==> config.mk <==
export PLATFORM = sky130hd
export DESIGN_NAME = fcr_ctrl
export DESIGN_NICKNAME = d
export VERILOG_FILES = /design/src/design/fcr_pkg.sv /design/src/design/fcr_ctrl.sv
export SDC_FILE = /design/constraint.sdc
export NUM_CORES = 1
export LEC_CHECK = 0
export ABC_AREA = 1
export BUFFER_PORTS_ARGS = -buffer_cell sky130_fd_sc_hd__buf_2
export CAP_MARGIN = 20
export CORE_AREA = 4 4 41 43
export DETAILED_ROUTE_END_ITERATION = 7
export DIE_AREA = 0 0 45 47
export PLACE_DENSITY = 0.55
export SKIP_LAST_GASP = 1
export SYNTH_ARGS = -nofsm -noshare
export SYNTH_HDL_FRONTEND = slang
export SYNTH_SLANG_ARGS = --single-unit
export TNS_END_PERCENT = 100
==> constraint.sdc <==
create_clock -name clk_i -period 1.5 [get_ports clk_i]
set_input_delay 0.15 -clock clk_i [delete_from_list [all_inputs] [get_ports clk_i]]
set_output_delay 0.15 -clock clk_i [all_outputs]
set_load 0.05 [all_outputs]
==> src/design/fcr_pkg.sv <==
`timescale 1ns / 1ps
// ----------------------------------------------------------------------------
// fcr_pkg
// Shared widths, result codes and controller/datapath interface structs for
// the frequency-aged cache replacement block.
// ----------------------------------------------------------------------------
package fcr_pkg;

  localparam int unsigned ID_W   = 8;
  localparam int unsigned CNT_W  = 16;
  localparam int unsigned KIND_W = 2;

  localparam logic [CNT_W-1:0] COUNT_MAX = 16'hFFFF;

  typedef enum logic [KIND_W-1:0] {
    KIND_CACHED = 2'd0,
    KIND_NEW    = 2'd1,
    KIND_EVICT  = 2'd2
  } kind_e;

  // controller -> datapath
  typedef struct packed {
    logic clr_step;
    logic accept;
    logic lookup;
    logic update;
    logic scan_start;
    logic scan_mm;
    logic calc;
    logic scan_ev;
    logic final_load;
  } cmd_t;

  // datapath -> controller
  typedef struct packed {
    logic clr_last;
    logic is_new;
    logic full;
    logic scan_done;
    logic out_free;
  } sts_t;

endpackage

==> src/design/fcr_ctrl.sv <==
`timescale 1ns / 1ps
// ----------------------------------------------------------------------------
// fcr_ctrl
// Sequencer: clearing pass, counter lookup and update, min/max scan, average
// calculation, eviction scan and final result.
// ----------------------------------------------------------------------------
module fcr_ctrl (
  input  logic          clk_i,
  input  logic          rst_ni,
  input  logic          in_valid_i,
  output logic          in_stall_o,
  input  fcr_pkg::sts_t sts_i,
  output fcr_pkg::cmd_t cmd_o
);

  typedef enum logic [2:0] {
    ST_CLEAR,
    ST_IDLE,
    ST_LOOKUP,
    ST_UPDATE,
    ST_SCAN_MM,
    ST_CALC,
    ST_SCAN_EV,
    ST_FINAL
  } state_e;

  state_e state_q, state_d;

  always_comb begin
    cmd_o   = '0;
    state_d = state_q;
    case (state_q)
      ST_CLEAR: begin
        cmd_o.clr_step = 1'b1;
        if (sts_i.clr_last) begin
          state_d = ST_IDLE;
        end
      end
      ST_IDLE: begin
        if (in_valid_i) begin
          cmd_o.accept = 1'b1;
          state_d      = ST_LOOKUP;
        end
      end
      ST_LOOKUP: begin
        cmd_o.lookup = 1'b1;
        state_d      = ST_UPDATE;
      end
      ST_UPDATE: begin
        cmd_o.update = 1'b1;
        if (sts_i.is_new && sts_i.full) begin
          cmd_o.scan_start = 1'b1;
          state_d          = ST_SCAN_MM;
        end else begin
          state_d = ST_FINAL;
        end
      end
      ST_SCAN_MM: begin
        cmd_o.scan_mm = 1'b1;
        if (sts_i.scan_done) begin
          state_d = ST_CALC;
        end
      end
      ST_CALC: begin
        cmd_o.calc       = 1'b1;
        cmd_o.scan_start = 1'b1;
        state_d          = ST_SCAN_EV;
      end
      ST_SCAN_EV: begin
        cmd_o.scan_ev = 1'b1;
        if (sts_i.scan_done) begin
          state_d = ST_FINAL;
        end
      end
      ST_FINAL: begin
        if (sts_i.out_free) begin
          cmd_o.final_load = 1'b1;
          state_d          = ST_IDLE;
        end
      end
      default: begin
        state_d = ST_IDLE;
      end
    endcase
  end

  always_ff @(posedge clk_i or negedge rst_ni) begin
    if (!rst_ni) begin
      state_q <= ST_CLEAR;
    end else begin
      state_q <= state_d;
    end
  end

  assign in_stall_o = (state_q != ST_IDLE);

endmodule

==> metrics.txt <==
predominant post-synthesis flop cell dfrtp_1; top-area cell type share of the netlist area 0.246; Largest register FFs 3; Required @ worst endpoint about 1.4 ns; Yosys reg bits 3; CP startpoint state_q[1]; synth top area cells dfrtp_1 (25%), nand2_1 (12%), nand3_1 (8.2%); area added between synthesis and finish 62.3%; Synth area leader dfrtp_1; vias per cell ~4.4; WS Path Type reg2out; Die ar. between 2000 and 2500 um2; Worst Reg-to-Reg Cells 6; fin nets between 70 and 80; final hold vios 0; largest reg by FF count state_q; Cell Area, Placed 430 um2; Final setup viols 0; vias in the first global route about 370; Final period util 0.964; input/output buffers 17; Top Ports 18; fin area 495 um2; Critical R2R Launch state_q[0]; starting density of the core 0.235; Hold WC Path Type in2reg; Seq/Total Area, Yosys 0.246; WP data arrival ~1.3 ns; count leader, synth nand2_1; Post-synth ARST share 1.00; # clock sinks 3; synthesized area per cell around 6.2 um2; Setup crit end kind output port; Diodes inserted 0; Top Registers state_q: 3 flops; TritonCTS buffer count 3; row count 13; CTS H-tree depth 1; DRT Pass-1 Iters 3; Lkg Pwr between 0.0002 and 0.0003 uW; Post-synth EDFFs 0; Layout Utilization 0.381; Least-Margin Pin Slew roughly 0.25 ns; Slew Limit Fails 0; global-route wire length before repair about 1400 um; pin count of the biggest net entering global routing 12; count of cell types in the netlist 19; Yosys warning count 0; status complete, no violations; post-synthesis cell count a little under 50; Worst setup SP type register; CTS Buffer Depth 2; hold path depth 4; synth cell count leaders nand2_1 (10), nor2_1 (6), inv_1 (5), nand3_1 (5), inv_2 (4); CTS tree done; RSZ-0062 raised after global routing yes; Die W approximately 45 um; clk root buf clkbuf_4; power density over cell area 2750 nW/um2; DR DRC count 0; hold_sp sts_i[1]; TNS Setup 0 ns; worst ir drop on vdd 1.13 mV; WL final around 900 um; grt total ovfl 0; DP HPWL ~680 um; Clock transition at path regs 0.04 ns; Tmin final ~1.4 ns; maxcap violations 0; Detailed Route Iter0 Violations 5; CP Max Fanout 4; vias post-DR 370; Max-Slew Margin vs Limit 0.835; syn nets 57; Fmax about 700 MHz; antenna violations before repair 0; Critical Path Slowest Stage Cell dfrtp_1; postcts setup bufs 0; total track usage 0.0983; Clock Skew between 0.0015 and 0.002 ns; slowest stage delay, CP about 0.43 ns; worst hold slack ~0.22 ns; WL per Instance 10.6 um; worst skew pair latency 0.24 ns; routability-driven placement congestion ratio 0.746; remaining antenna violation count after routing 0; Die Span Y ~47 um; share of cells above drive strength 1 0.543; CP cell instances inv_2 -> nand2_1 -> nor2_1 -> buf_2; Mapped Area roughly 310 um2; CORE AREA 1300 um2
-- per-layer routing --
metal,routed length (um),GRT usage
met5,0,0
met4,23,0.105
met3,50,0.0115
met2,494,0.178
met1,336,0.0917
-- cell families (layout without fill, tap and decap cells) --
kind of cell / after synthesis / in the layout / share of synthesized area
and+or+nand+nor: 28 / 28 / 0.467
buffers and inverters: 13 / 34 / 0.189
AOI/OAI and AO/OA: 5 / 5 / 0.0984
DFF: 3 / 3 / 0.246
-- power breakdown --
group	switching (uW)	internal (uW)
Clock	47.5	100
Sequential	91.9	131
Combinational	703	288
-- per-stage QoR --
stage	total power, uW	setup slack (ns)	cells
after floorplan	986	0.00603	49
after global routing	1460	-0.0233	85
after detailed placement	1150	0.154	80
final	1360	0.0539	85
after CTS	1320	0.00715	85
after global placement	1140	0.172	80
-- path summary, 6_finish.rpt --
kind                               to  slack [ns]
max in group asynchronous  state_q[2]        1.13
min in group asynchronous  state_q[0]        0.25
min                        state_q[1]        0.22
max reg2reg                state_q[2]        0.32
max                          cmd_o[2]        0.05
min reg2reg                state_q[2]        0.74
-- area by class of cell --
class	instances	area (um2)
inverter	11	46.3
sequential	3	77.6
multi-input combinational	33	208
tap	15	18.8
timing repair buffer	19	119
clock buffer	4	26.3
fill	149	806
-- placed cells by master, fill, tap and decap left out, types with 2 or more instances in the layout --
master and instances:
buf_2 12, nand2_1 10, clkbuf_4 6, nor2_1 5, inv_1 5, nand3_1 4, inv_2 3, nor2_2 3
nor3_4 2, clkinv_1 2, a21oi_1 2, buf_4 2, dfrtp_2 2
-- repair_timing --
action,CTS,global route
hold endpoints to repair,3,0
endpoints found under the setup margin,4,5
hold buffers,1,0
gates resized for setup,3,9
-- critical path: cells and delay by family (launching register included) --
| family | cells | cell delay, ns |
|---|---|---|
| and+or+nand+nor | 2 | 0.23 |
| buffers and inverters | 2 | 0.40 |
| DFF | 1 | 0.43 |
Power figures use the tool's default switching activity.
